--- config.mk ---
export PLATFORM = sky130hd
export DESIGN_NAME = space_vector_pwm_duty
export DESIGN_NICKNAME = d
export VERILOG_FILES = /design/src/hw/rtl/svpwm_pkg.sv /design/src/hw/rtl/svpwm_mul.sv /design/src/hw/rtl/svpwm_vec.sv /design/src/hw/rtl/svpwm_div.sv /design/src/hw/rtl/space_vector_pwm_duty.sv
export SDC_FILE = /design/constraint.sdc
export NUM_CORES = 2
export LEC_CHECK = 0
export BUFFER_PORTS_ARGS = -buffer_cell sky130_fd_sc_hd__buf_2
export CORE_ASPECT_RATIO = 0.7
export CORE_UTILIZATION = 35
export CTS_CLUSTER_DIAMETER = 100
export DETAILED_ROUTE_END_ITERATION = 8
export PLACE_DENSITY_LB_ADDON = 0.08
export SLEW_MARGIN = 10
export SYNTH_ARGS = -nofsm -noshare
export SYNTH_HDL_FRONTEND = slang
export SYNTH_HIERARCHICAL = 1
export SYNTH_SLANG_ARGS = --single-unit
--- constraint.sdc ---
create_clock -name clk -period 19.7 [get_ports clk]
set_clock_uncertainty 0.2 [all_clocks]
set_input_delay 4.925 -clock clk [delete_from_list [all_inputs] [get_ports clk]]
set_output_delay 4.925 -clock clk [all_outputs]
set_load 0.1 [all_outputs]
--- src/hw/rtl/svpwm_pkg.sv ---
// ----------------------------------------------------------------------------
// Space-vector PWM duty generator: shared package
// Field widths, fixed-point constants, sector codes and beat types.
// ----------------------------------------------------------------------------
package svpwm_pkg;

    localparam int IN_WIDTH   = 16;
    localparam int BUS_WIDTH  = IN_WIDTH - 1;
    localparam int DUTY_WIDTH = 16;
    localparam int FRAC_BITS  = 62 - IN_WIDTH;
    localparam int VW         = 64;

    localparam logic [VW-1:0] SQRT3_Q62          = 64'h6ED9_EBA1_6132_A9CE;
    localparam logic [VW-1:0] TWO_OVER_SQRT3_Q62 = (SQRT3_Q62 * 64'd2) / 64'd3;
    localparam logic [VW-1:0] K_ALPHA            = SQRT3_Q62 >> IN_WIDTH;
    localparam logic [VW-1:0] K_ALPHA_NEG        = (~K_ALPHA) + VW'(1);
    localparam logic [VW-1:0] R_BUS              = TWO_OVER_SQRT3_Q62 >> IN_WIDTH;

    localparam logic [2:0] SECTOR_ZERO = 3'd0;
    localparam logic [2:0] SECTOR_1    = 3'd1;
    localparam logic [2:0] SECTOR_2    = 3'd2;
    localparam logic [2:0] SECTOR_3    = 3'd3;
    localparam logic [2:0] SECTOR_4    = 3'd4;
    localparam logic [2:0] SECTOR_5    = 3'd5;
    localparam logic [2:0] SECTOR_6    = 3'd6;
    localparam logic [2:0] SECTOR_BAD  = 3'd7;

    typedef struct packed {
        logic signed [IN_WIDTH-1:0] v_alpha;
        logic signed [IN_WIDTH-1:0] v_beta;
        logic [BUS_WIDTH-1:0]       v_bus;
    } svpwm_in_t;

    typedef struct packed {
        logic [DUTY_WIDTH-1:0] duty_a;
        logic [DUTY_WIDTH-1:0] duty_b;
        logic [DUTY_WIDTH-1:0] duty_c;
        logic [2:0]            sector;
        logic                  overmodulated;
        logic                  bus_fault;
    } svpwm_out_t;

    typedef struct packed {
        logic [2:0] sector;
        logic       hold;
        logic       over;
        logic       fault;
    } svpwm_stat_t;

endpackage

--- src/hw/rtl/svpwm_mul.sv ---
// ----------------------------------------------------------------------------
// Space-vector PWM duty generator: serial constant multiplier
// Forms v_alpha*sqrt3 and v_bus*(2/sqrt3) one operand bit per cycle, MSB first.
// ----------------------------------------------------------------------------
module svpwm_mul
    import svpwm_pkg::*;
(
    input  logic                clk,
    input  logic                rst_n,
    input  logic                start,
    input  logic [IN_WIDTH-1:0] alpha,
    input  logic [BUS_WIDTH-1:0] bus,
    output logic                done,
    output logic [VW-1:0]       prod_s,
    output logic [VW-1:0]       prod_d
);

    localparam int CW = $clog2(IN_WIDTH);

    logic                busy_reg;
    logic                done_reg;
    logic [CW-1:0]       cnt_reg;
    logic [IN_WIDTH-1:0] a_sh_reg;
    logic [IN_WIDTH-1:0] b_sh_reg;
    logic [VW-1:0]       acc_s_reg;
    logic [VW-1:0]       acc_d_reg;

    logic                first_step;
    logic [VW-1:0]       add_s;
    logic [VW-1:0]       add_d;
    logic [VW-1:0]       acc_s_next;
    logic [VW-1:0]       acc_d_next;

    always_comb
    begin
        first_step = (cnt_reg == CW'(IN_WIDTH - 1));
        add_s      = '0;
        if (a_sh_reg[IN_WIDTH-1])
        begin
            add_s = first_step ? K_ALPHA_NEG : K_ALPHA;
        end
        add_d      = b_sh_reg[IN_WIDTH-1] ? R_BUS : '0;
        acc_s_next = {acc_s_reg[VW-2:0], 1'b0} + add_s;
        acc_d_next = {acc_d_reg[VW-2:0], 1'b0} + add_d;
    end

    always_ff @(posedge clk or negedge rst_n)
    begin
        if (!rst_n)
        begin
            busy_reg <= 1'b0;
            done_reg <= 1'b0;
            cnt_reg  <= '0;
        end
        else
        begin
            done_reg <= 1'b0;
            if (start)
            begin
                busy_reg <= 1'b1;
                cnt_reg  <= CW'(IN_WIDTH - 1);
            end
            else if (busy_reg)
            begin
                if (cnt_reg == '0)
                begin
                    busy_reg <= 1'b0;
                    done_reg <= 1'b1;
                end
                else
                begin
                    cnt_reg <= cnt_reg - CW'(1);
                end
            end
        end
    end

    always_ff @(posedge clk)
    begin
        if (start)
        begin
            a_sh_reg  <= alpha;
            b_sh_reg  <= {1'b0, bus};
            acc_s_reg <= '0;
            acc_d_reg <= '0;
        end
        else if (busy_reg)
        begin
            a_sh_reg  <= {a_sh_reg[IN_WIDTH-2:0], 1'b0};
            b_sh_reg  <= {b_sh_reg[IN_WIDTH-2:0], 1'b0};
            acc_s_reg <= acc_s_next;
            acc_d_reg <= acc_d_next;
        end
    end

    assign done   = done_reg;
    assign prod_s = acc_s_reg;
    assign prod_d = acc_d_reg;

endmodule

--- src/hw/rtl/svpwm_vec.sv ---
// ----------------------------------------------------------------------------
// Space-vector PWM duty generator: sector and timing steps
// Five registered steps: line voltages, sector and active times, overmodulation, scaling, compare values.
// ----------------------------------------------------------------------------
module svpwm_vec
    import svpwm_pkg::*;
(
    input  logic                   clk,
    input  logic                   rst_n,
    input  logic                   start,
    input  logic [VW-1:0]          s,
    input  logic [IN_WIDTH-1:0]    beta,
    input  logic [VW-1:0]          d,
    input  logic                   fault,
    output logic                   done,
    output svpwm_stat_t            stat,
    output logic [VW-1:0]          den,
    output logic [2:0][VW-1:0]     num
);

    logic [4:0]          stg_reg;
    logic [4:0]          stg_next;

    logic [VW-1:0]       r1_reg;
    logic [VW-1:0]       r2_reg;
    logic [VW-1:0]       tx_reg;
    logic                bneg_reg;
    logic                fault_reg;
    logic [2:0]          sector_reg;
    logic                hold_reg;
    logic [VW-1:0]       n1_reg;
    logic [VW-1:0]       n2_reg;
    logic [VW-1:0]       sum_reg;
    logic                over_reg;
    logic [VW-1:0]       h_reg;
    logic [VW-1:0]       t1_reg;
    logic [VW-1:0]       t2_reg;
    logic [VW-1:0]       tail_reg;
    logic [VW-1:0]       den_reg;
    logic [2:0][VW-1:0]  num_reg;

    logic [VW-1:0]       bx;
    logic [VW-1:0]       r1_next;
    logic [VW-1:0]       r2_next;
    logic [VW-1:0]       tx_next;
    logic                r1_pos;
    logic                r2_pos;
    logic [2:0]          sector_next;
    logic                hold_next;
    logic [VW-1:0]       nr1;
    logic [VW-1:0]       nr2;
    logic [VW-1:0]       ntx;
    logic [VW-1:0]       n1_next;
    logic [VW-1:0]       n2_next;
    logic [VW-1:0]       sum_next;
    logic                over_next;
    logic [VW-1:0]       h_next;
    logic [VW-1:0]       t1_next;
    logic [VW-1:0]       t2_next;
    logic [VW-1:0]       tail_next;
    logic [VW-1:0]       den_next;
    logic [VW-1:0]       mid;
    logic [2:0][VW-1:0]  num_next;

    // step 1: line voltages
    always_comb
    begin
        bx      = {{(VW - IN_WIDTH - FRAC_BITS){beta[IN_WIDTH-1]}}, beta,
                   {FRAC_BITS{1'b0}}};
        r1_next = s + bx;
        r2_next = bx - s;
        tx_next = {bx[VW-2:0], 1'b0};
    end

    // step 2: sector and active times
    always_comb
    begin
        r1_pos      = !r1_reg[VW-1] && (r1_reg != '0);
        r2_pos      = !r2_reg[VW-1] && (r2_reg != '0);
        sector_next = {bneg_reg, r2_pos, r1_pos};
        hold_next   = fault_reg || (sector_next == SECTOR_ZERO) ||
                      (sector_next == SECTOR_BAD);
        nr1         = (~r1_reg) + VW'(1);
        nr2         = (~r2_reg) + VW'(1);
        ntx         = (~tx_reg) + VW'(1);
        case (sector_next)
            SECTOR_1:
            begin
                n1_next = nr2;
                n2_next = tx_reg;
            end
            SECTOR_2:
            begin
                n1_next = tx_reg;
                n2_next = nr1;
            end
            SECTOR_3:
            begin
                n1_next = r1_reg;
                n2_next = r2_reg;
            end
            SECTOR_4:
            begin
                n1_next = nr1;
                n2_next = nr2;
            end
            SECTOR_5:
            begin
                n1_next = ntx;
                n2_next = r1_reg;
            end
            SECTOR_6:
            begin
                n1_next = r2_reg;
                n2_next = ntx;
            end
            default:
            begin
                n1_next = '0;
                n2_next = '0;
            end
        endcase
    end

    // step 3: total active time against one period
    always_comb
    begin
        sum_next  = n1_reg + n2_reg;
        over_next = (sum_next > d);
    end

    // step 4: scale to the period or normalize by the sum
    always_comb
    begin
        if (over_reg)
        begin
            den_next  = sum_reg;
            h_next    = '0;
            t1_next   = n1_reg;
            t2_next   = n2_reg;
            tail_next = sum_reg;
        end
        else
        begin
            den_next  = {d[VW-2:0], 1'b0};
            h_next    = d - sum_reg;
            t1_next   = {n1_reg[VW-2:0], 1'b0};
            t2_next   = {n2_reg[VW-2:0], 1'b0};
            tail_next = d + sum_reg;
        end
    end

    // step 5: stack the times in per-sector phase order
    always_comb
    begin
        case (sector_reg)
            SECTOR_1, SECTOR_2, SECTOR_4: mid = h_reg + t1_reg;
            default:                      mid = h_reg + t2_reg;
        endcase
        case (sector_reg)
            SECTOR_1:
            begin
                num_next[0] = h_reg;
                num_next[1] = mid;
                num_next[2] = tail_reg;
            end
            SECTOR_2:
            begin
                num_next[1] = h_reg;
                num_next[2] = mid;
                num_next[0] = tail_reg;
            end
            SECTOR_3:
            begin
                num_next[1] = h_reg;
                num_next[0] = mid;
                num_next[2] = tail_reg;
            end
            SECTOR_4:
            begin
                num_next[2] = h_reg;
                num_next[0] = mid;
                num_next[1] = tail_reg;
            end
            SECTOR_5:
            begin
                num_next[0] = h_reg;
                num_next[2] = mid;
                num_next[1] = tail_reg;
            end
            default:
            begin
                num_next[2] = h_reg;
                num_next[1] = mid;
                num_next[0] = tail_reg;
            end
        endcase
    end

    assign stg_next = {stg_reg[3:0], start};

    always_ff @(posedge clk or negedge rst_n)
    begin
        if (!rst_n)
        begin
            stg_reg <= '0;
        end
        else
        begin
            stg_reg <= stg_next;
        end
    end

    always_ff @(posedge clk)
    begin
        if (start)
        begin
            r1_reg    <= r1_next;
            r2_reg    <= r2_next;
            tx_reg    <= tx_next;
            bneg_reg  <= beta[IN_WIDTH-1];
            fault_reg <= fault;
        end
        if (stg_reg[0])
        begin
            sector_reg <= sector_next;
            hold_reg   <= hold_next;
            n1_reg     <= n1_next;
            n2_reg     <= n2_next;
        end
        if (stg_reg[1])
        begin
            sum_reg  <= sum_next;
            over_reg <= over_next;
        end
        if (stg_reg[2])
        begin
            den_reg  <= den_next;
            h_reg    <= h_next;
            t1_reg   <= t1_next;
            t2_reg   <= t2_next;
            tail_reg <= tail_next;
        end
        if (stg_reg[3])
        begin
            num_reg <= num_next;
        end
    end

    assign done        = stg_reg[4];
    assign stat.sector = sector_reg;
    assign stat.hold   = hold_reg;
    assign stat.over   = over_reg && !hold_reg;
    assign stat.fault  = fault_reg;
    assign den         = den_reg;
    assign num         = num_reg;

endmodule

--- src/hw/rtl/svpwm_div.sv ---
// ----------------------------------------------------------------------------
// Space-vector PWM duty generator: fraction divider
// Three restoring divider lanes, one quotient bit per cycle, saturating.
// ----------------------------------------------------------------------------
module svpwm_div
    import svpwm_pkg::*;
(
    input  logic                         clk,
    input  logic                         rst_n,
    input  logic                         start,
    input  logic [2:0][VW-1:0]           num,
    input  logic [VW-1:0]                den,
    output logic                         done,
    output logic [2:0][DUTY_WIDTH-1:0]   quo
);

    localparam int CW = $clog2(DUTY_WIDTH);

    logic                       busy_reg;
    logic                       done_reg;
    logic [CW-1:0]              cnt_reg;
    logic [VW-1:0]              den_reg;
    logic [2:0][VW-1:0]         rem_reg;
    logic [2:0][DUTY_WIDTH-1:0] q_reg;
    logic [2:0]                 sat_reg;

    logic [2:0][VW:0]           two_r;
    logic [2:0][VW:0]           diff;
    logic [2:0]                 ge;
    logic [2:0][VW-1:0]         rem_next;
    logic [2:0][DUTY_WIDTH-1:0] q_next;
    logic [2:0]                 sat_next;

    always_comb
    begin
        for (int i = 0; i < 3; i++)
        begin
            two_r[i]    = {rem_reg[i], 1'b0};
            diff[i]     = two_r[i] - {1'b0, den_reg};
            ge[i]       = (two_r[i] >= {1'b0, den_reg});
            rem_next[i] = ge[i] ? diff[i][VW-1:0] : two_r[i][VW-1:0];
            q_next[i]   = {q_reg[i][DUTY_WIDTH-2:0], ge[i]};
            sat_next[i] = (num[i] >= den);
        end
    end

    always_ff @(posedge clk or negedge rst_n)
    begin
        if (!rst_n)
        begin
            busy_reg <= 1'b0;
            done_reg <= 1'b0;
            cnt_reg  <= '0;
        end
        else
        begin
            done_reg <= 1'b0;
            if (start)
            begin
                busy_reg <= 1'b1;
                cnt_reg  <= CW'(DUTY_WIDTH - 1);
            end
            else if (busy_reg)
            begin
                if (cnt_reg == '0)
                begin
                    busy_reg <= 1'b0;
                    done_reg <= 1'b1;
                end
                else
                begin
                    cnt_reg <= cnt_reg - CW'(1);
                end
            end
        end
    end

    always_ff @(posedge clk)
    begin
        if (start)
        begin
            den_reg <= den;
            rem_reg <= num;
            q_reg   <= '0;
            sat_reg <= sat_next;
        end
        else if (busy_reg)
        begin
            rem_reg <= rem_next;
            q_reg   <= q_next;
        end
    end

    always_comb
    begin
        for (int i = 0; i < 3; i++)
        begin
            quo[i] = sat_reg[i] ? {DUTY_WIDTH{1'b1}} : q_reg[i];
        end
    end

    assign done = done_reg;

endmodule

--- src/hw/rtl/space_vector_pwm_duty.sv ---
// ----------------------------------------------------------------------------
// Space-vector PWM duty generator: top level
// A reference beat is taken only in idle and runs through the bit-serial
// multiplier, the sector and timing steps and the bit-serial divider lanes
// in turn; the divider is skipped when the duties are held (zero reference or
// bus fault). No new reference is taken until the result beat is loaded.
// Reset clears the sequencer, the output valid and the held duties to zero.
// ----------------------------------------------------------------------------
module space_vector_pwm_duty
    import svpwm_pkg::*;
(
    input  logic       clk,
    input  logic       rst_n,
    input  logic       ref_valid,
    output logic       ref_stall,
    input  svpwm_in_t  ref_data,
    output logic       duty_valid,
    input  logic       duty_stall,
    output svpwm_out_t duty_data
);

    localparam logic [2:0] ST_IDLE = 3'd0;
    localparam logic [2:0] ST_MUL  = 3'd1;
    localparam logic [2:0] ST_VEC  = 3'd2;
    localparam logic [2:0] ST_DIV  = 3'd3;
    localparam logic [2:0] ST_OUT  = 3'd4;

    logic [2:0]                 state_reg;
    logic [2:0]                 state_next;
    svpwm_in_t                  in_reg;
    svpwm_out_t                 out_reg;
    logic                       out_valid_reg;
    logic                       out_valid_next;
    logic [2:0][DUTY_WIDTH-1:0] last_duty_reg;

    logic                       accept;
    logic                       load_out;
    logic                       mul_done;
    logic [VW-1:0]              prod_s;
    logic [VW-1:0]              prod_d;
    logic                       vec_start;
    logic                       vec_done;
    svpwm_stat_t                vec_stat;
    logic [VW-1:0]              vec_den;
    logic [2:0][VW-1:0]         vec_num;
    logic                       div_start;
    logic                       div_done;
    logic [2:0][DUTY_WIDTH-1:0] div_quo;

    assign accept    = ref_valid && (state_reg == ST_IDLE);
    assign vec_start = (state_reg == ST_MUL) && mul_done;
    assign div_start = (state_reg == ST_VEC) && vec_done && !vec_stat.hold;
    assign load_out  = (state_reg == ST_OUT) && (!out_valid_reg || !duty_stall);

    svpwm_mul u_mul (
        .clk    (clk),
        .rst_n  (rst_n),
        .start  (accept),
        .alpha  (ref_data.v_alpha),
        .bus    (ref_data.v_bus),
        .done   (mul_done),
        .prod_s (prod_s),
        .prod_d (prod_d)
    );

    svpwm_vec u_vec (
        .clk   (clk),
        .rst_n (rst_n),
        .start (vec_start),
        .s     (prod_s),
        .beta  (in_reg.v_beta),
        .d     (prod_d),
        .fault (in_reg.v_bus == '0),
        .done  (vec_done),
        .stat  (vec_stat),
        .den   (vec_den),
        .num   (vec_num)
    );

    svpwm_div u_div (
        .clk   (clk),
        .rst_n (rst_n),
        .start (div_start),
        .num   (vec_num),
        .den   (vec_den),
        .done  (div_done),
        .quo   (div_quo)
    );

    always_comb
    begin
        state_next = state_reg;
        case (state_reg)
            ST_IDLE:
            begin
                if (accept)
                begin
                    state_next = ST_MUL;
                end
            end
            ST_MUL:
            begin
                if (mul_done)
                begin
                    state_next = ST_VEC;
                end
            end
            ST_VEC:
            begin
                if (vec_done)
                begin
                    state_next = vec_stat.hold ? ST_OUT : ST_DIV;
                end
            end
            ST_DIV:
            begin
                if (div_done)
                begin
                    state_next = ST_OUT;
                end
            end
            ST_OUT:
            begin
                if (load_out)
                begin
                    state_next = ST_IDLE;
                end
            end
            default:
            begin
                state_next = ST_IDLE;
            end
        endcase
    end

    assign out_valid_next = load_out || (out_valid_reg && duty_stall);

    always_ff @(posedge clk or negedge rst_n)
    begin
        if (!rst_n)
        begin
            state_reg     <= ST_IDLE;
            out_valid_reg <= 1'b0;
            last_duty_reg <= '0;
        end
        else
        begin
            state_reg     <= state_next;
            out_valid_reg <= out_valid_next;
            if ((state_reg == ST_DIV) && div_done)
            begin
                last_duty_reg <= div_quo;
            end
        end
    end

    always_ff @(posedge clk)
    begin
        if (accept)
        begin
            in_reg <= ref_data;
        end
        if (load_out)
        begin
            out_reg.duty_a        <= last_duty_reg[0];
            out_reg.duty_b        <= last_duty_reg[1];
            out_reg.duty_c        <= last_duty_reg[2];
            out_reg.sector        <= vec_stat.sector;
            out_reg.overmodulated <= vec_stat.over;
            out_reg.bus_fault     <= vec_stat.fault;
        end
    end

    assign ref_stall  = (state_reg != ST_IDLE);
    assign duty_valid = out_valid_reg;
    assign duty_data  = out_reg;

endmodule

# Yosys cells after proc, flatten, opt, wreduce, memory -nomap -nowiden
# Cells that the tools add are included.
# classes
n_reduce_logical	33
muxes	48
add_sub_neg	17
eq_ne	24
bitwise	3
n_lt_le_gt_ge	7
# op_table
operator	n
$pmux 192 s5	1
$pmux 64 s6	2
$mux 64	10
$add 64x64->64	7
$mux 192	2
$sub 64x64->64	5
$ge 65x64->1	3
$add 64x1->64 const B	3
$ge 64x64->1	3
$not 64->64	3
$reduce_bool 64->1	2
$mux 16	5
$gt 64x64->1	1
$mux 47	1
$mux 15	2
$mux 4	6
$eq 3x3->1 const B	7
$eq 3x2->1 const B	6
$mux 3	6
$logic_not 15->1	1
$pmux 3 s5	1
$mux 1	12
$logic_and 1x1->1	10
$eq 3x1->1 const B	3
13 further kinds	30
# word_totals
elab_cells	187
out_inout_bits	55
regBits	1475

# Depth between registers and ports, before layout
# logic_depth
word_depth	5
ltp_mapped	27

# Cells and area by module
# Netlist, hierarchy kept.
# modules_own_cells
module	cells_per_inst	area_each_um2	instances	seq_area_each_um2
svpwm_vec	6626	61277.5	1	25739.7
svpwm_div	3454	29952.5	1	8888.5
svpwm_mul	1603	12553.3	1	3603.5
space_vector_pwm_duty	221	4662.0	1	3823.7

# Worst setup path before layout
# Ideal clock, no wire load.
# synth_path
path_kind	reg2reg
start	register state_reg[0]
end	register u_vec.stg_reg[0]
required_ps	17994
path_stages_with_launch	3
t_arrival_ps	14261
path_slack_ps	3733
cell_sequence	dfrtp_1 clkbuf_1 nor4bb_1
# synth_via
elab_chain_len	2
# synth_rtl
element	line	source
start, declared	space_vector_pwm_duty.sv:28	logic [2:0] state_reg;
start signal, assigned	space_vector_pwm_duty.sv:148	state_reg <= state_next;
$eq 3x1->1	space_vector_pwm_duty.sv:51	assign vec_start = (state_reg == ST_MUL) && mul_done;
$logic_and 1x1->1	space_vector_pwm_duty.sv:51	
named net vec_start	space_vector_pwm_duty.sv:41	logic vec_start;
end signal, assigned	svpwm_vec.sv:210	stg_reg <= stg_next;
end, declared	svpwm_vec.sv:21	logic [4:0] stg_reg;
# The timed path passes the listed nets, and every way through them passes these cells.
# A chain may end at the register's enable or synchronous reset.

==> impl_results.md <==
- Area Growth Syn to Fin: 9.15%
- Final Power: 11.8 mW
- Initial Util: 0.353
- Clk sinks: 1470
- Tightest Pin Transition: 1.45 ns
- Main flop type after synthesis: edfxtp_1
- Hold Path Class: reg2reg
- Most frequent CP cell: a21oi_1
- Final ANT Viol Nets: 0
- Seq/Total Area, Yosys: 0.388
- Residual DRC: 0
- Async SR Flop Fraction: 0.0469
- Core area: 0.307 mm²
- Post-synth EDFFs: 1227
- Status: completed
- Bufs on Longest Clock Path: 4
- IO buf count: 105
- Share of cells above drive strength 1: 0.0924
- # fillers: 30800
- Total grt overflow: 0
- Startpoint Class: flip-flop
- CP Capture Type: flip-flop
- Seq cells post-synth: 1470
- Vias: 93500
- GR Util met3: 0.0563
- CTS Buf Count: 177
- Cell area after synthesis: 0.108 mm²
- Syn. warnings: 6
- Largest net degree at the start of global routing: 190
- Die Area: 0.312 mm²
- Critical path cell sequence: inv_2 -> buf_4 -> nor2_4 -> o21ai_0 -> nand2_2 -> buf_4 -> mux2_2 -> ha_1 -> nand4_1 -> or3_1 -> nor2_1 -> nand4_1 -> a21oi_1 -> o21bai_1 -> a21oi_1 -> a21oi_1 -> o21ai_0 -> nand3_1 -> a32oi_1
- Critical path's largest stage delay: 0.77 ns
- Met2 usage: 0.359
- Reported max-cap violation count: 0
- Clk_lat worst skew: 0.88 ns
- Mapped Cells: 11900
- Vias in the first global route: 87300
- Cts hold-fix bufs: 0
- Pre-antenna DRT Iters: 8
- Post-CTS setup buffers: 0
- Via density: 5.89
- RSZ-0062 raised after global routing: no
- Final slew viol count: 0
- WP buf/inv: 3
- H-tree Lvls: 4
- Cts repair resizes: 0
- Synthesized area per cell: 9.11 µm²
- Nets: 12400
- Antenna violations before repair: 19
- F_max: 118 MHz
- Setup tns final: 0 ns
- Arr. time, crit path: 8.97 ns
- Gr busiest metal: met1
- CP required: 20.20 ns
- GP Congestion: 0.961
- Global-route wire length before repair: 596 mm
- Kind of cell adding the most delay to the critical path: simple AND/OR/NAND/NOR gates
- Chip height: 468 µm
- CP Max Fanout: 35
- CTS tree: yes
- Clock-pin slew on the worst setup and hold paths: 0.07 ns
- Overall Global Routing Usage: 0.253
- Power Density: 100 mW/mm²
- DR WL/cell: 25.7 µm
- Worst rel slew slack: 0.0284
- Final setup violation count: 0
- Num ports: 106
- Iteration-0 DRC count of the detailed router: 11100
- FP Rows: 170
- CP max stage cell: nand2_2
- HPWL after detailed placement: 312 mm
- CTS root buf: clkbuf_16
- Total Wirelength: 409 mm
- Netlist cell types: 133
- DIE WIDTH: 667 µm
- Met1 Resource Use GR: 0.385
- Worst VDD drop: 0.0000789 V
- Fin crit period: 8.46 ns
- Leakage: 44.7 nW
- Tcrit/Tclk final: 0.430
- Final Hold Vio Count: 0
- Crit Path Class: reg2reg
cell families after synthesis:
kind of cell / count (synthesis) / synth area share
AOI/OAI and AO/OA: 3790 / 0.220
DFF: 1470 / 0.388
and+or+nand+nor: 3447 / 0.153
adders and majority gates: 772 / 0.0896
muxes: 487 / 0.0497
buffers and inverters: 1274 / 0.0461
other: 1 / 0.0000346
xor gates and xnor gates: 663 / 0.0535
cell type report:
type	count	area, µm²	share of cell area
Clock buffer	220	4800	0.0405
Timing Repair Buffer	255	1700	0.0144
Sequential cell	1470	42100	0.355
Clock inverter	90	955	0.00807
Antenna cell	5	12.5	0.000106
Multi-Input combinational cell	9162	61600	0.520
Tap cell	4128	5160	0.0436
Inverter	551	2070	0.0175
Yosys cell counts, drive strengths merged, types with 112 or more instances:
| library cell | n | area share |
|---|---|---|
| edfxtp | 1227 | 0.34 |
| nand4 | 181 | 0.011 |
| inv | 546 | 0.019 |
| buf | 146 | 0.0070 |
| ha | 764 | 0.088 |
| nor2b | 135 | 0.0078 |
| nand3 | 200 | 0.0094 |
| nor2 | 970 | 0.034 |
| mux2 | 351 | 0.037 |
| nand2b | 112 | 0.0065 |
| nand2 | 955 | 0.033 |
| a211oi | 154 | 0.011 |
| a21oi | 1072 | 0.050 |
| xor2 | 192 | 0.016 |
| or3 | 131 | 0.0076 |
| o21ai | 1011 | 0.047 |
| a31oi | 121 | 0.0072 |
| a21o | 352 | 0.024 |
| o21bai | 142 | 0.0098 |
| nor3 | 289 | 0.013 |
| xnor2 | 471 | 0.038 |
| clkbuf | 577 | 0.020 |
| mux2i | 136 | 0.013 |
| dfxtp | 174 | 0.032 |
metal layers:
layer,routed length (µm),up-vias
li1,-,43600
met1,199000,45500
met2,165000,3868
met3,35900,488
met4,9120,2
met5,13,-
where the power goes:
group | internal (mW) | leakage [nW] | switching, mW
logic | 1.59 | 28.5 | 2.60
registers | 3.75 | 13.4 | 0.523
clock network | 1.96 | 2.81 | 1.42
final timing paths:
path,start,to,slack [ns],cells past startpoint
max,u_vec/sector_reg[1]$_DFFE_PP_,u_vec/num[124]$_DFFE_PP_,11.24,19
min,last_duty_reg[2]$_DFFE_PN0P_,duty_data[39]$_DFFE_PP_,0.23,0
max reg2reg,u_vec/sector_reg[1]$_DFFE_PP_,u_vec/num[124]$_DFFE_PP_,11.24,19
min reg2reg,last_duty_reg[2]$_DFFE_PN0P_,duty_data[39]$_DFFE_PP_,0.23,0
max in group asynchronous,rst_n,u_mul/busy_reg$_DFF_PN0_,14.36,2
min in group asynchronous,rst_n,last_duty_reg[34]$_DFFE_PN0P_,3.78,1
through the flow:
step / cell area [µm²] / cells / utilization / hold slack [ns] / setup WS, ns
floorplan: 108000 / 11900 / - / 0.219 / 3.73
detailed placement: 113000 / 15600 / 0.366 / 0.229 / 11.49
global placement: 113000 / 15600 / 0.366 / 0.226 / 11.56
CTS: 118000 / 15900 / 0.385 / 0.238 / 11.48
global route: 118000 / 15900 / 0.385 / 0.254 / 10.82
finish: 118000 / 15900 / 0.385 / 0.234 / 11.24
layout by cell type (no fill, tap or decap), types with 174 or more instances in the layout:
cell,instances
dfxtp_1,174
nor3_1,288
inv_1,538
nand3_1,198
edfxtp_1,1227
clkbuf_16,183
a21oi_1,1066
nor2_1,951
nand2_1,947
ha_1,764
mux2_2,330
o21ai_0,919
a21o_1,352
xor2_1,192
xnor2_1,471
nand4_1,179
Power figures use the tool's default switching activity.
